## config.mk

```make
export PLATFORM = sky130hd
export DESIGN_NAME = ssfm_prefix_update
export DESIGN_NICKNAME = d
export VERILOG_FILES = /design/src/rtl/ssfm_pkg.sv /design/src/rtl/ssfm_prefix_update.sv
export SDC_FILE = /design/constraint.sdc
export NUM_CORES = 1
export LEC_CHECK = 0
export BUFFER_PORTS_ARGS = -buffer_cell sky130_fd_sc_hd__buf_4
export CAP_MARGIN = 20
export CORE_AREA = 3 3 129 131
export DETAILED_ROUTE_END_ITERATION = 7
export DIE_AREA = 0 0 132 134
export PLACE_DENSITY = 0.51
export SYNTH_ARGS = -nofsm -noshare
export SYNTH_HDL_FRONTEND = slang
export SYNTH_SLANG_ARGS = --single-unit
```

## constraint.sdc

```tcl
create_clock -name vclk -period 6.2
set_clock_uncertainty 0.15 [all_clocks]
set_input_delay 0.31 -clock vclk [all_inputs]
set_output_delay 0.31 -clock vclk [all_outputs]
set_load 0.03 [all_outputs]
```

## src/rtl/ssfm_pkg.sv

```systemverilog
// ----------------------------------------------------------------------------
// ssfm_pkg
// Shared types and constants for the streaming first-match substring search.
// ----------------------------------------------------------------------------
package ssfm_pkg;

    localparam int PATTERN_MAX_DEF = 32;
    localparam int LINE_BITS_DEF   = 32;

    localparam int BYTE_W      = 8;
    localparam int LINE_OUT_W  = 32;
    localparam int CFG_DATA_W  = 64;
    localparam int CFG_IDX_W   = 3;
    localparam int LEN_W       = 6;
    localparam int PAT_REGS    = 4;
    localparam int PAT_W       = PAT_REGS * CFG_DATA_W;

    localparam logic [BYTE_W-1:0] NEWLINE_BYTE = 8'h0A;

    typedef enum logic [CFG_IDX_W-1:0] {
        CFG_PAT_0_7   = 3'd0,
        CFG_PAT_8_15  = 3'd1,
        CFG_PAT_16_23 = 3'd2,
        CFG_PAT_24_31 = 3'd3,
        CFG_PAT_LEN   = 3'd4
    } t_cfg_idx;

endpackage

```

## src/rtl/ssfm_prefix_update.sv

```systemverilog
// ----------------------------------------------------------------------------
// ssfm_prefix_update
// Shift-and step: per-byte compare mask, next prefix vector, full-match hit.
// ----------------------------------------------------------------------------
module ssfm_prefix_update
    import ssfm_pkg::*;
#(
    parameter int PATTERN_MAX = PATTERN_MAX_DEF
) (
    input  logic [PAT_W-1:0]       i_pattern,
    input  logic [LEN_W-1:0]       i_length,
    input  logic [PATTERN_MAX-1:0] i_vec,
    input  logic [BYTE_W-1:0]      i_byte,
    output logic [PATTERN_MAX-1:0] o_vec,
    output logic                   o_hit
);

    localparam int IDX_W = (PATTERN_MAX > 1) ? $clog2(PATTERN_MAX) : 1;
    localparam logic [LEN_W-1:0] MAX_LEN = LEN_W'(PATTERN_MAX);

    logic [PATTERN_MAX-1:0] byte_mask;
    logic [LEN_W-1:0]       hit_idx;

    always_comb begin
        for (int i = 0; i < PATTERN_MAX; i++) begin
            byte_mask[i] = (i_pattern[BYTE_W*i +: BYTE_W] == i_byte);
        end
    end

    assign o_vec = ((i_vec << 1) | PATTERN_MAX'(1)) & byte_mask;

    always_comb begin
        priority if (i_length == '0) begin
            hit_idx = '0;
        end else if (i_length > MAX_LEN) begin
            hit_idx = MAX_LEN - LEN_W'(1);
        end else begin
            hit_idx = i_length - LEN_W'(1);
        end
    end

    assign o_hit = o_vec[hit_idx[IDX_W-1:0]];

endmodule

```

## Word level (Yosys, flattened, before mapping)

Cells that the tools add are included.

- Register bits after elaboration: 0
- Bits of input ports: 302
- Output and inout bits: 33

- $add $sub $neg: 1
- Order comparisons: 2
- Equal/unequal tests: 32
- Mux-type cells: 4
- Bitwise operators: 1
- Reductions and logical operators: 1

Operators with widths:

| cell | number |
|---|---|
| equality test 8 bit | 32 |
| AND 32 bit | 1 |
| two-way mux 5 bit | 2 |
| greater-than comparator 6 bit (second input constant) | 1 |
| zero test 6 bit | 1 |
| less-than comparator 5 x 6 -> 1 bit (second input constant) | 1 |
| binary-select mux 1 bit (select 5 bit) | 1 |
| subtractor 5 x 1 -> 5 bit (second input constant) | 1 |
| two-way mux 1 bit | 1 |

## Logic depth before layout (Yosys ltp)

- Word-level depth: 5
- Depth in mapped cells: 11
- Gate-level depth less buffers: 9

## Least setup slack after synthesis

OpenSTA, ideal clock, no wires.

- Path type: input -> output
- From: input i_byte[3]
- To: output o_hit
- Data arrival time: 3000 ps
- Data required time: 5740 ps
- Setup slack: 2740 ps
- Stages on the path: 10
- Cells stage by stage: clkbuf_1 -> buf_2 -> buf_2 -> xnor2_1 -> nand3_1 -> nor3_1 -> o22ai_1 -> nor2_1 -> o211ai_1 -> a31oi_1

- Word-level cells in the longest chain between the ends: 4
- Elaborated cells between the ends (all ways): 35

RTL lines:

| element | RTL line | RTL |
|---|---|---|
| start: declaration | ssfm_prefix_update.sv:13 | `input logic [BYTE_W-1:0] i_byte,` |
| equality test 8 bit | ssfm_prefix_update.sv:26 | `byte_mask[i] = (i_pattern[BYTE_W*i +: BYTE_W] == i_byte);` |
| AND 32 bit | ssfm_prefix_update.sv:30 | `assign o_vec = ((i_vec << 1) \| PATTERN_MAX'(1)) & byte_mask;` |
| via o_vec[21] | ssfm_prefix_update.sv:14 | `output logic [PATTERN_MAX-1:0] o_vec,` |
| binary-select mux 1 bit (select 5 bit) | ssfm_prefix_update.sv:42 | `assign o_hit = o_vec[hit_idx[IDX_W-1:0]];` |
| two-way mux 1 bit (not written as such) | ssfm_prefix_update.sv:42 |  |
| end: declaration | ssfm_prefix_update.sv:15 | `output logic o_hit` |

The timed path passes the listed nets, and every way through them passes these cells. The select of a mux whose other input is x is not followed.

## Worst setup path in the final report

- From: input i_length[0]
- To: output o_hit

- Word-level cells in the longest chain between the ends: 5
- Elaborated cells between the ends (all ways): 7

RTL lines:

| element | RTL line | RTL |
|---|---|---|
| start: declaration | ssfm_prefix_update.sv:11 | `input logic [LEN_W-1:0] i_length,` |
| subtractor 5 x 1 -> 5 bit / greater-than comparator 6 bit (equally long branches) | ssfm_prefix_update.sv:38, ssfm_prefix_update.sv:35 |  |
| two-way mux 5 bit | ssfm_prefix_update.sv:35 | `end else if (i_length > MAX_LEN) begin` |
| two-way mux 5 bit (*) | ssfm_prefix_update.sv:33 | `priority if (i_length == '0) begin` |
| binary-select mux 1 bit (select 5 bit) (*) | ssfm_prefix_update.sv:42 |  |
| two-way mux 1 bit (not written as such) (*) | ssfm_prefix_update.sv:42 |  |

Mark *: on every way between the ends. The rest lies on a longest branch, timed or not. The select of a mux whose other input is x is not followed.

==> flow_metrics.py <==
metrics = {
    "run_status": {
        "status": "completed",
    },
    "critical_path": {
        "critPathLaunchType": "input port",
        "criticalPathCategory": "in2out",
        "cp.arrival_ns": 3.04,
        "cp_max_fo": 9,
        "crit_path_end_kind": "output port",
        "cp_data_required_time_ns": 5.74,
    },
    "place": {
        "dp_hpwl_mm": 15.06,
        "gp_congestion": 0.8058,
        "port_buffers": 334,
    },
    "sta": {
        "setup_violations": 0,
        "period_needed_ns": 3.499,
        "finalHoldViolCount": 0,
        "finalSetupTns_ns": 0,
        "grt_setup_unrepaired": "no",
        "fin_crit_sh": 0.5644,
        "whs_ns": 0.8412,
        "worst_pin_slew_ns": 0.8134,
        "max_freq_mhz": 285.8,
        "max_slew_margin": 0.4536,
        "drv_slew": 0,
    },
    "yosys": {
        "synth_seq_area_share": 0,
        "synth_compound_area_frac": 0.04774,
        "synthXorXnorAreaFrac": 0.6317,
        "syn_area_per_cell_um2": 7.168,
        "synthSimpleGateAreaFrac": 0.2394,
        "ys_warn_count": 0,
        "synth_top_family_by_area": "XOR/XNOR gates",
        "ys_types": 33,
        "syn_nets": 805,
        "yosysMostFrequentCell": "xnor2_1",
        "synthesis.area_mm2": 0.003591,
        "synth_area_leaders": "xnor2_1, nand4_1, xor2_1, nand3_1, nor3_1",
        "syn_inst": 501,
        "synthAdderAreaFrac": 0.01638,
        "synthMuxAreaShare": 0.01185,
        "synthTopCellsByCount": "xnor2_1, nand2_1, nand3_1",
        "synth_top_area_cell": "xnor2_1",
        "synth.top_cell.area_share": 0.5829,
    },
    "drt": {
        "routed_wl_mm": 18.49,
        "drt_first_pass_iters": 4,
        "wl_per_cell_um": 18.24,
        "vias_per_cell": 4.552,
        "routed-via-count": 4616,
        "ant_nets": 0,
        "drtIter0Drc": 147,
        "drc_errors": 0,
    },
    "floorplan": {
        "pin_count": 335,
        "start_util": 0.2285,
        "num_rows": 46,
        "fp.dieW_um": 132,
        "core_mm2": 0.01571,
        "dieHeight_um": 134,
        "die_area_mm2": 0.01769,
    },
    "cts": {
        "cts_resized": 0,
        "ctsHoldBuffers": 0,
        "postCtsSetupRepairBufs": 0,
    },
    "pwr": {
        "power_density_mw_per_mm2": 69.78,
        "p_leak_nw": 2.463,
        "peakVddDrop_uv": 63.44,
    },
    "cells_and_area": {
        "seq_area_um2": 0,
        "drive_above_1_share": 0.4261,
        "syn_to_final_growth_pct": 72.47,
        "multi_input_area_mm2": 0.003401,
        "seq_cell_count": 0,
        "fillerInstances": 1720,
        "nClkBuffers": 0,
        "fin_nets": 1104,
        "diodes": 0,
    },
    "run": {
        "drv_cap": 0,
    },
    "global_route": {
        "grt_max_degree": 33,
        "grt_util_all_layers": 0.1964,
        "grt_pass1_vias": 4903,
        "grt_overflow_total": 0,
        "antenna_found_initial": 0,
        "grt_pass1_wl_mm": 27.38,
    },
    "min_path": {
        "hp-class": "in2out",
    },
}
report_power, final:
group	switching [mW]	total, mW	internal, mW
combinational	0.183	0.432	0.249
sequential	0	0	0
clock	0	0	0
total	0.183	0.432	0.249
worst max-delay path, cell delays in order:
cell      delay (ns)
buf_4           0.14
inv_1           0.12
ha_1            0.20
nor4b_2         0.61
maj3_1          0.65
nor4_1          0.10
nor3_1          0.39
nor4_1          0.09
a211oi_1        0.18
a31oi_1         0.06
buf_4           0.18
metrics by stage:
step                  util  setup slack [ns]  instances  total power, mW  cell area (um2)
finish              0.3942             2.701       1014           0.4322             6193
global route        0.3942             2.431       1014           0.4719             6193
CTS                 0.3942             2.691       1014           0.4373             6193
detailed placement  0.3942             2.695       1014           0.4357             6193
global placement    0.3942             2.704       1014           0.4330             6193
floorplan                -             2.740        501           0.2317             3591
layer usage:
metal | global-route usage | share of wire | up-vias
li1 | - | - | 2285
met5 | 0 | 0 | -
met1 | 0.2370 | 0.40 | 2076
met2 | 0.3706 | 0.51 | 243
met3 | 0.03376 | 0.077 | 12
met4 | 0.02975 | 0.017 | 0
worst paths after layout:
check,to,start,cells after the start,slack [ns]
min,o_vec[3],i_vec[2],4,0.84
max,o_hit,i_length[0],11,2.70
layout make-up:
| class | instances | share of cell area |
|---|---|---|
| well taps | 216 | 0.04364 |
| multi-input cells | 460 | 0.5491 |
| repair buffers | 334 | 0.4048 |
| inverters | 4 | 0.002424 |
placed cells by master (no fill, tap or decap):
cell,synthesis,final
nand4_1,32,32
buf_4,0,334
a211oi_1,4,4
a32oi_1,1,1
xnor2_1,239,239
a31oi_1,3,3
o211ai_1,1,1
nor4_2,1,1
nand3_1,34,34
nor2_1,10,10
nor4b_2,1,1
mux2i_1,2,2
o221ai_1,1,1
xor2_1,20,20
nor4_1,15,15
o22ai_1,2,2
ha_1,2,2
nand2_1,36,36
o21ai_0,4,4
or4b_4,1,1
and4b_1,1,1
a2111oi_1,1,1
o31ai_1,2,2
maj3_4,1,1
nor3_1,33,33
inv_1,4,4
and2_1,1,1
mux2_2,2,2
maj3_1,2,2
a21oi_1,8,8
kinds of logic after synthesis:
family,after synthesis
AND/OR/NAND/NOR,165
multiplexers,4
adder cells (fa/ha/maj),5
XOR/XNOR,259
AO/OA/AOI/OAI,27
buffers and inverters,41
Note: power is estimated with default switching activity, not from simulation.
